==> src/design/sbfr_pkg.sv <==
// Shared types, constants and frame byte tables for the bus frame responder.
// No dependencies.
package sbfr_pkg;

    localparam int         C_QUEUE_DEPTH = 4;

    localparam logic [7:0] C_TERM_BYTE   = 8'h0f;
    localparam logic [3:0] C_TYPE_INFO   = 4'd1;
    localparam logic [3:0] C_TYPE_POWER  = 4'd5;

    // header = frame type + ((data length - 1) << 4)
    localparam logic [7:0] C_INFO_HEADER = 8'h58;
    localparam logic [7:0] C_PWR_HEADER  = 8'h69;
    localparam logic [7:0] C_INFO_FIX_A  = 8'h80;
    localparam logic [7:0] C_INFO_FIX_B  = 8'h84;
    localparam logic [7:0] C_PWR_CSUM    = 8'h8c;

    localparam logic [3:0] C_INFO_LAST   = 4'd8;
    localparam logic [3:0] C_PWR_LAST    = 4'd9;

    typedef struct packed {
        logic       is_power;
        logic [7:0] j0;
        logic [7:0] j1;
        logic [7:0] j2;
        logic [7:0] j3;
        logic [6:0] sum7;
    } t_frame_desc;

    // 255 - s for s < 128
    function automatic logic [7:0] checksum(input logic [6:0] s);
        checksum = {1'b1, ~s};
    endfunction

    function automatic logic [3:0] last_index(input t_frame_desc d);
        last_index = d.is_power ? C_PWR_LAST : C_INFO_LAST;
    endfunction

    function automatic logic [7:0] frame_byte(input t_frame_desc d, input logic [3:0] idx);
        logic [7:0] b;
        b = C_TERM_BYTE;
        if (d.is_power) begin
            case (idx)
                4'd0:    b = C_PWR_HEADER;
                4'd1:    b = 8'h8a;
                4'd2:    b = 8'h89;
                4'd3:    b = 8'hde;
                4'd4:    b = 8'had;
                4'd5:    b = 8'hc5;
                4'd6:    b = 8'ha5;
                4'd7:    b = 8'h82;
                4'd8:    b = C_PWR_CSUM;
                default: b = C_TERM_BYTE;
            endcase
        end else begin
            case (idx)
                4'd0:    b = C_INFO_HEADER;
                4'd1:    b = d.j0;
                4'd2:    b = d.j1;
                4'd3:    b = C_INFO_FIX_A;
                4'd4:    b = d.j3;
                4'd5:    b = C_INFO_FIX_B;
                4'd6:    b = d.j2;
                4'd7:    b = checksum(d.sum7);
                default: b = C_TERM_BYTE;
            endcase
        end
        frame_byte = b;
    endfunction

endpackage

==> src/design/sbfr_front.sv <==
// Front end: takes input beats, tracks message heads and joystick bytes,
// and queues a frame descriptor at each answered terminator. Uses sbfr_pkg.
module sbfr_front
    import sbfr_pkg::*;
(
    input  logic        i_clk,
    input  logic        i_rst_n,
    input  logic        i_in_valid,
    output logic        o_in_ready,
    input  logic        i_cmd,
    input  logic [7:0]  i_rx_byte,
    input  logic [7:0]  i_joy_a,
    input  logic [7:0]  i_joy_b,
    input  logic [7:0]  i_joy_c,
    input  logic [7:0]  i_joy_d,
    input  logic        i_q_full,
    output logic        o_push,
    output t_frame_desc o_desc
);

    logic [7:0] r_j0, r_j1, r_j2, r_j3;
    logic [7:0] r_head;
    logic       r_in_msg;
    logic [7:0] n_head;
    logic       n_in_msg;
    logic       accept;
    logic       is_term;
    logic [3:0] msg_type;
    logic [8:0] gsum;

    assign o_in_ready = !i_q_full;
    assign accept     = i_in_valid && o_in_ready;
    assign is_term    = (i_rx_byte == C_TERM_BYTE);
    assign msg_type   = r_in_msg ? r_head[3:0] : i_rx_byte[3:0];

    // low 7 bits of header and data; fixed bytes 0x80 adds 0, 0x84 adds 4
    assign gsum = {2'b0, C_INFO_HEADER[6:0]} + {2'b0, r_j0[6:0]} + {2'b0, r_j1[6:0]}
                + {2'b0, r_j3[6:0]} + {2'b0, C_INFO_FIX_B[6:0]} + {2'b0, r_j2[6:0]};

    always_comb begin
        n_head   = r_head;
        n_in_msg = r_in_msg;
        if (accept && !i_cmd) begin
            if (!r_in_msg) begin
                n_head   = i_rx_byte;
                n_in_msg = 1'b1;
            end
            if (is_term) begin
                n_in_msg = 1'b0;
            end
        end
    end

    always_comb begin
        o_push = accept && !i_cmd && is_term
                 && (msg_type == C_TYPE_INFO || msg_type == C_TYPE_POWER);
        o_desc.is_power = (msg_type == C_TYPE_POWER);
        o_desc.j0       = r_j0;
        o_desc.j1       = r_j1;
        o_desc.j2       = r_j2;
        o_desc.j3       = r_j3;
        o_desc.sum7     = gsum[6:0];
    end

    always_ff @(posedge i_clk) begin
        if (!i_rst_n) begin
            r_j0     <= 8'hc0;
            r_j1     <= 8'hc0;
            r_j2     <= 8'hff;
            r_j3     <= 8'hc0;
            r_head   <= 8'h00;
            r_in_msg <= 1'b0;
        end else begin
            r_head   <= n_head;
            r_in_msg <= n_in_msg;
            if (accept && i_cmd) begin
                r_j0 <= i_joy_a;
                r_j1 <= i_joy_b;
                r_j2 <= i_joy_c;
                r_j3 <= i_joy_d;
            end
        end
    end

endmodule

==> src/design/sbfr_queue.sv <==
// Descriptor queue between front and back ends. Uses sbfr_pkg.
// Head entry is registered, read ahead at the next read pointer; pop advances it.
module sbfr_queue
    import sbfr_pkg::*;
#(
    parameter int DEPTH = C_QUEUE_DEPTH
) (
    input  logic        i_clk,
    input  logic        i_rst_n,
    input  logic        i_push,
    input  t_frame_desc i_desc,
    output logic        o_full,
    input  logic        i_pop,
    output logic        o_valid,
    output t_frame_desc o_head
);

    localparam int PW = (DEPTH > 1) ? $clog2(DEPTH) : 1;
    localparam int CW = $clog2(DEPTH + 1);

    t_frame_desc     r_mem [DEPTH];
    t_frame_desc     r_head;
    logic [PW-1:0]   r_wr, r_rd;
    logic [PW-1:0]   n_rd;
    logic [CW-1:0]   r_count;
    logic            do_pop;

    assign o_full  = (r_count == CW'(DEPTH));
    assign o_valid = (r_count != '0);
    assign o_head  = r_head;
    assign do_pop  = i_pop && o_valid;

    always_comb begin
        n_rd = r_rd;
        if (do_pop) begin
            n_rd = (r_rd == PW'(DEPTH - 1)) ? '0 : r_rd + 1'b1;
        end
    end

    // write-through when the entry going to the head is written this cycle
    always_ff @(posedge i_clk) begin
        if (i_push) begin
            r_mem[r_wr] <= i_desc;
        end
        if (i_push && (r_wr == n_rd)) begin
            r_head <= i_desc;
        end else begin
            r_head <= r_mem[n_rd];
        end
    end

    always_ff @(posedge i_clk) begin
        if (!i_rst_n) begin
            r_wr    <= '0;
            r_rd    <= '0;
            r_count <= '0;
        end else begin
            if (i_push) begin
                r_wr <= (r_wr == PW'(DEPTH - 1)) ? '0 : r_wr + 1'b1;
            end
            r_rd    <= n_rd;
            r_count <= r_count + CW'(i_push) - CW'(do_pop);
        end
    end

    a_no_overflow: assert property (@(posedge i_clk) disable iff (!i_rst_n)
        !(i_push && o_full && !do_pop))
        else $error("push into full queue");

    a_count_bound: assert property (@(posedge i_clk) disable iff (!i_rst_n)
        r_count <= CW'(DEPTH))
        else $error("queue count past depth");

endmodule

==> src/design/sbfr_back.sv <==
// Back end: walks the head descriptor byte by byte into an output register.
// Uses sbfr_pkg.
module sbfr_back
    import sbfr_pkg::*;
(
    input  logic        i_clk,
    input  logic        i_rst_n,
    input  logic        i_q_valid,
    input  t_frame_desc i_desc,
    output logic        o_pop,
    output logic        o_out_valid,
    input  logic        i_out_ready,
    output logic [7:0]  o_tx_byte,
    output logic        o_frame_end
);

    logic [3:0] r_idx;
    logic [3:0] n_idx;
    logic       r_valid;
    logic [7:0] r_tx;
    logic       r_end;
    logic       load;
    logic       is_last;

    assign load    = i_q_valid && (!r_valid || i_out_ready);
    assign is_last = (r_idx == last_index(i_desc));
    assign o_pop   = load && is_last;

    always_comb begin
        n_idx = r_idx;
        if (load) begin
            n_idx = is_last ? 4'd0 : r_idx + 4'd1;
        end
    end

    always_ff @(posedge i_clk) begin
        if (!i_rst_n) begin
            r_idx   <= 4'd0;
            r_valid <= 1'b0;
        end else begin
            r_idx <= n_idx;
            if (load) begin
                r_valid <= 1'b1;
            end else if (i_out_ready) begin
                r_valid <= 1'b0;
            end
        end
    end

    always_ff @(posedge i_clk) begin
        if (load) begin
            r_tx  <= frame_byte(i_desc, r_idx);
            r_end <= is_last;
        end
    end

    assign o_out_valid = r_valid;
    assign o_tx_byte   = r_tx;
    assign o_frame_end = r_end;

    a_end_is_term: assert property (@(posedge i_clk) disable iff (!i_rst_n)
        r_valid && r_end |-> r_tx == C_TERM_BYTE)
        else $error("frame end on non-terminator beat");

    a_mid_frame_has_desc: assert property (@(posedge i_clk) disable iff (!i_rst_n)
        r_idx != 4'd0 |-> i_q_valid)
        else $error("frame in progress without descriptor");

endmodule

==> src/design/serial_bus_frame_responder.sv <==
// Bus frame responder: input bytes and joystick updates in, response frames out.
// Depends on sbfr_pkg, sbfr_front, sbfr_queue, sbfr_back.
//
// One input beat is taken per cycle while the descriptor queue has room; a
// terminator that closes a type 1 or type 5 message queues one frame, which
// the back end sends at one byte per cycle while i_out_ready is high (9 bytes
// for general info, 10 for power up), the last flagged by o_frame_end. Input
// stalls only when QUEUE_DEPTH frames wait behind the output; the output register
// lets the front keep taking beats while a result byte waits.
module serial_bus_frame_responder
    import sbfr_pkg::*;
#(
    parameter int QUEUE_DEPTH = C_QUEUE_DEPTH
) (
    input  logic       i_clk,
    input  logic       i_rst_n,
    input  logic       i_in_valid,
    output logic       o_in_ready,
    input  logic       i_cmd,
    input  logic [7:0] i_rx_byte,
    input  logic [7:0] i_joy_a,
    input  logic [7:0] i_joy_b,
    input  logic [7:0] i_joy_c,
    input  logic [7:0] i_joy_d,
    output logic       o_out_valid,
    input  logic       i_out_ready,
    output logic [7:0] o_tx_byte,
    output logic       o_frame_end
);

    logic        push, pop, q_full, q_valid;
    t_frame_desc push_desc, head_desc;

    sbfr_front u_front (
        .i_clk      (i_clk),
        .i_rst_n    (i_rst_n),
        .i_in_valid (i_in_valid),
        .o_in_ready (o_in_ready),
        .i_cmd      (i_cmd),
        .i_rx_byte  (i_rx_byte),
        .i_joy_a    (i_joy_a),
        .i_joy_b    (i_joy_b),
        .i_joy_c    (i_joy_c),
        .i_joy_d    (i_joy_d),
        .i_q_full   (q_full),
        .o_push     (push),
        .o_desc     (push_desc)
    );

    sbfr_queue #(
        .DEPTH (QUEUE_DEPTH)
    ) u_queue (
        .i_clk   (i_clk),
        .i_rst_n (i_rst_n),
        .i_push  (push),
        .i_desc  (push_desc),
        .o_full  (q_full),
        .i_pop   (pop),
        .o_valid (q_valid),
        .o_head  (head_desc)
    );

    sbfr_back u_back (
        .i_clk       (i_clk),
        .i_rst_n     (i_rst_n),
        .i_q_valid   (q_valid),
        .i_desc      (head_desc),
        .o_pop       (pop),
        .o_out_valid (o_out_valid),
        .i_out_ready (i_out_ready),
        .o_tx_byte   (o_tx_byte),
        .o_frame_end (o_frame_end)
    );

endmodule

==> config.mk <==
export PLATFORM = sky130hd
export DESIGN_NAME = serial_bus_frame_responder
export DESIGN_NICKNAME = d
export VERILOG_FILES = /design/src/design/sbfr_pkg.sv /design/src/design/sbfr_front.sv /design/src/design/sbfr_queue.sv /design/src/design/sbfr_back.sv /design/src/design/serial_bus_frame_responder.sv
export SDC_FILE = /design/constraint.sdc
export NUM_CORES = 1
export LEC_CHECK = 0
export ABC_AREA = 1
export BUFFER_PORTS_ARGS = -buffer_cell sky130_fd_sc_hd__clkbuf_2
export CAP_MARGIN = 20
export CORE_MARGIN = 4
export CORE_UTILIZATION = 50
export CTS_CLUSTER_DIAMETER = 150
export DETAILED_ROUTE_END_ITERATION = 6
export PLACE_DENSITY = 0.67
export SLEW_MARGIN = 10
export SYNTH_ARGS = -nofsm -noshare
export SYNTH_HDL_FRONTEND = slang
export SYNTH_HIERARCHICAL = 1
export SYNTH_SLANG_ARGS = --single-unit
==> constraint.sdc <==
create_clock -name i_clk -period 3.7 [get_ports i_clk]
set_input_delay 0.925 -clock i_clk [delete_from_list [all_inputs] [get_ports i_clk]]
set_output_delay 0.925 -clock i_clk [all_outputs]
set_load 0.01 [all_outputs]
==> results.md <==
- Slew at the pin closest to its max-slew limit: 0.641 ns
- Post-synth top area share: 50.6%
- Share of layout cells above drive strength 1: 14.4%
- Post CTS Setup Buffer Count: 0
- Detail Route Antenna Nets: 0
- Crit-path most repeated cell: inv_1
- Synth async-reset ratio: 0%
- Drt pass-1 iters: 5
- Hold_buf cts: 0
- Status: finished, final reports clean
- Cell row count: 51
- Crit-path cells: inv_1, fa_1, inv_1, fa_1, inv_1, fa_1, inv_1, ha_1, inv_1, fa_1, inv_1, nand3_1, nand2_1, nand2_1, nand2_1, nor2_1, nor2_1
- Final GP Congestion: 0.797
- Vias per inst: 5.22
- Syn_nets: 1007
- FF-to-FF Start: u_front/r_j2[1]$_SDFFE_PN1P_
- Synth Area per Inst: 10.9 sq um
- Total count of hold-check failures in the final report: 0
- Initial core utilization: 51.2%
- Post-synth top area cell: edfxtp_1
- Setup crit start: u_front/r_j2[1]$_SDFFE_PN1P_
- CP startpoint kind: flip-flop
- Clock latency on the worst-skew pair: 0.51 ns
- Final TNS setup: 0 ns
- Dpl cells: 1223
- Critical path fanouts, max: 5
- RSZ-0062 raised after global routing: no
- Pwr Density: 499 nW/um^2
- Final std cells w/o fill: 1267
- Critical Path Sink: u_queue/r_mem[1][6]$_DFFE_PP_
- Reg2reg path depth: 17
- All-layer global routing usage: 19.5%
- Core area: 19600 sq um
- Leak: 0.00454 uW
- First-pass GRT wire length: 34200 um
- Reg2Reg Capture Point: u_queue/r_mem[1][6]$_DFFE_PP_
- Final Cell Area: 11300 sq um
- CTS Buf Count: 24
- WL final: 21300 um
- Synth top cells by count: edfxtp_1 (169), nand2_1 (142), nor2_1 (120), inv_1 (94), dfxtp_1 (59)
- # fillers: 1626
- CP max stage delay: 0.42 ns
- Die area: 22400 sq um
- Vias in the first global route: 6301
- Crit path capture type: flip-flop
- Clk buf depth: 3
- CTS tree: done
- Synth cell types: 40
- Post-Syn Area: 10000 sq um
- Worst Setup Path Type: flip-flop to flip-flop
- Seq/Total Area, Yosys: 62.4%
- Area occupied by multi-input gates: 3030 sq um
- Grt ovf: 0
- Area after DPL: 10500 sq um
- Fin crit share: 91.3%
- Max Fclk: 296 MHz
- Flop2flop setup slack: 0.32 ns
- Number of remaining DRC errors: 0
- Slowest cell on the critical path: fa_1
- Synth top area cells: edfxtp_1 (51%), dfxtp_1 (12%), nand2_1 (5.3%), nor2_1 (4.5%), inv_1 (3.5%)
- Chip width: 150 um
- Arrival @ worst endpoint: 3.70 ns
- Die H: 150 um
- DRT iter0 DRCs: 414
- Resized Gates After CTS: 0
- Max VDD drop: 410 uV
- Most instantiated library cell after synthesis: edfxtp_1
- Max Clock Skew: 0.00689 ns
- Syn Inst Count: 923
- Area grow syn2layout: 12.3%
- Ys flop type: edfxtp_1
- Initial antenna violation count: 0
- # H-tree levels: 1
- Required @ worst endpoint: 4.03 ns
- Min-Delay Path Class: flip-flop to flip-flop
- Post-synth EDFFs: 169
- Routed WL per cell: 16.8 um
- Final Max Slew Viols: 0
- Post-DP HPWL: 13700 um
- Clock Tree Root: clkbuf_16
- Warnings from Yosys: 6
- Hold_ws: 0.472 ns
- Clock Pin Slew Worst Setup and Hold Paths: 0.06 ns
- Post-layout min period: 3.38 ns
- Nets: 1068
- Max_cap viols: 0
- Sink Count: 228
- Largest net degree at the start of global routing: 47
- Routed vias: 6616
- Final setup viols: 0
- Port Buf Inserts: 55
- Inserted Diodes: 0
- Register bit count reported by yosys: 228
- Sequential cell area: 6260 sq um
- Slew headroom: 57.3%
- I/O pins: 56
## report_power, final
part	total, uW	switching, uW	internal (uW)
Clock	2340	948	1400
Sequential	2880	37.4	2840
Combinational	394	250	143
Total	5620	1240	4380
## how the worst min path moves through the flow
stage | from | end | slack, ns | depth (start not counted)
finish | u_front/r_head[3]$_SDFFE_PN0P_ | u_front/r_head[3]$_SDFFE_PN0P_ | 0.47 | 2
global route | u_front/r_head[3]$_SDFFE_PN0P_ | u_front/r_head[3]$_SDFFE_PN0P_ | 0.50 | 2
CTS | u_front/r_head[3]$_SDFFE_PN0P_ | u_front/r_head[3]$_SDFFE_PN0P_ | 0.47 | 2
detailed placement | u_front/r_head[3]$_SDFFE_PN0P_ | u_front/r_head[3]$_SDFFE_PN0P_ | 0.46 | 2
global placement | u_front/r_head[3]$_SDFFE_PN0P_ | u_front/r_head[3]$_SDFFE_PN0P_ | 0.46 | 2
floorplan | u_front/r_head[3]$_SDFFE_PN0P_ | u_front/r_head[3]$_SDFFE_PN0P_ | 0.44 | 2
## per-stage QoR
| stage | setup WS [ns] | utilization, % | power (uW) |
|---|---|---|---|
| 3_5_place_dp | 0.371 | 53.5 | 3330 |
| 5_1_grt | 0.0890 | 57.5 | 5860 |
| 3_3_place_gp | 0.467 | 53.5 | 3310 |
| 2_1_floorplan | 0.599 | - | 3190 |
| 6_report | 0.323 | 57.5 | 5620 |
| 4_1_cts | 0.344 | 57.5 | 5680 |
## layer usage
metal	part of all wire, %	up-vias	global-route usage (%)
met5	0	-	0
met4	2.3	0	4.71
met3	6.4	42	3.57
met2	47	182	32.3
met1	44	3124	27.0
li1	-	3268	-
## logic make-up after synthesis
family                     count (synthesis)  share of synthesized area [%]
DFF                                      228                           62.4
and+or+nand+nor                          327                           14.1
xor gates and xnor gates                   5                          0.437
AOI/OAI and AO/OA                        183                           9.82
buffers and inverters                    141                           7.40
adders and majority gates                 39                           5.84
## area by class of cell
class,instances,share of cell area (%)
Clock inverter,13,1.10
Sequential cell,228,55.6
Multi-Input combinational cell,554,26.9
Clock buffer,31,5.84
Tap cell,265,2.94
Inverter,105,3.71
Timing Repair Buffer,71,3.96
## cells in the final DEF, fill, tap and decap left out, types with 3 or more instances in the layout
cell type  count
clkbuf_16     25
nand2_2       10
o21ai_0       55
nor2_4         3
buf_12         4
dfxtp_1       58
ha_1          26
nand3_2        3
fa_1          13
nand2_1      142
inv_2          6
inv_1         94
xnor2_1        3
nor2_1       120
a21oi_1       31
nand3_1       33
clkbuf_1       5
o22ai_1       40
buf_4         12
nand4_1        6
o21ai_1       51
clkinv_2       5
clkbuf_2      55
clkinv_1       3
edfxtp_1     169
## worst max-delay path, delay by kind of cell, from the launching register on
kind / cells / cell delay [ns]
flops: 1 / 0.38
fa+ha+maj: 5 / 1.83
buf+inv: 6 / 0.47
simple gates: 6 / 0.52
## sequential cells by signal (all words and copies together), names as in the netlist, named ones only
| name | count |
|---|---|
| u_front/r_j2 | 8 |
| u_back/o_frame_end | 1 |
| u_back/o_tx_byte | 8 |
| u_back/r_idx | 4 |
| u_front/r_in_msg | 1 |
| u_queue/r_rd | 2 |
| u_front/r_head | 4 |
| u_front/r_j3 | 8 |
| u_front/r_j0 | 8 |
| u_front/r_j1 | 8 |
| u_queue/r_count | 3 |
| u_back/o_out_valid | 1 |
| u_queue/r_wr | 2 |
| u_queue/r_mem | 160 |
No activity file was read; power rests on OpenSTA's default activity.
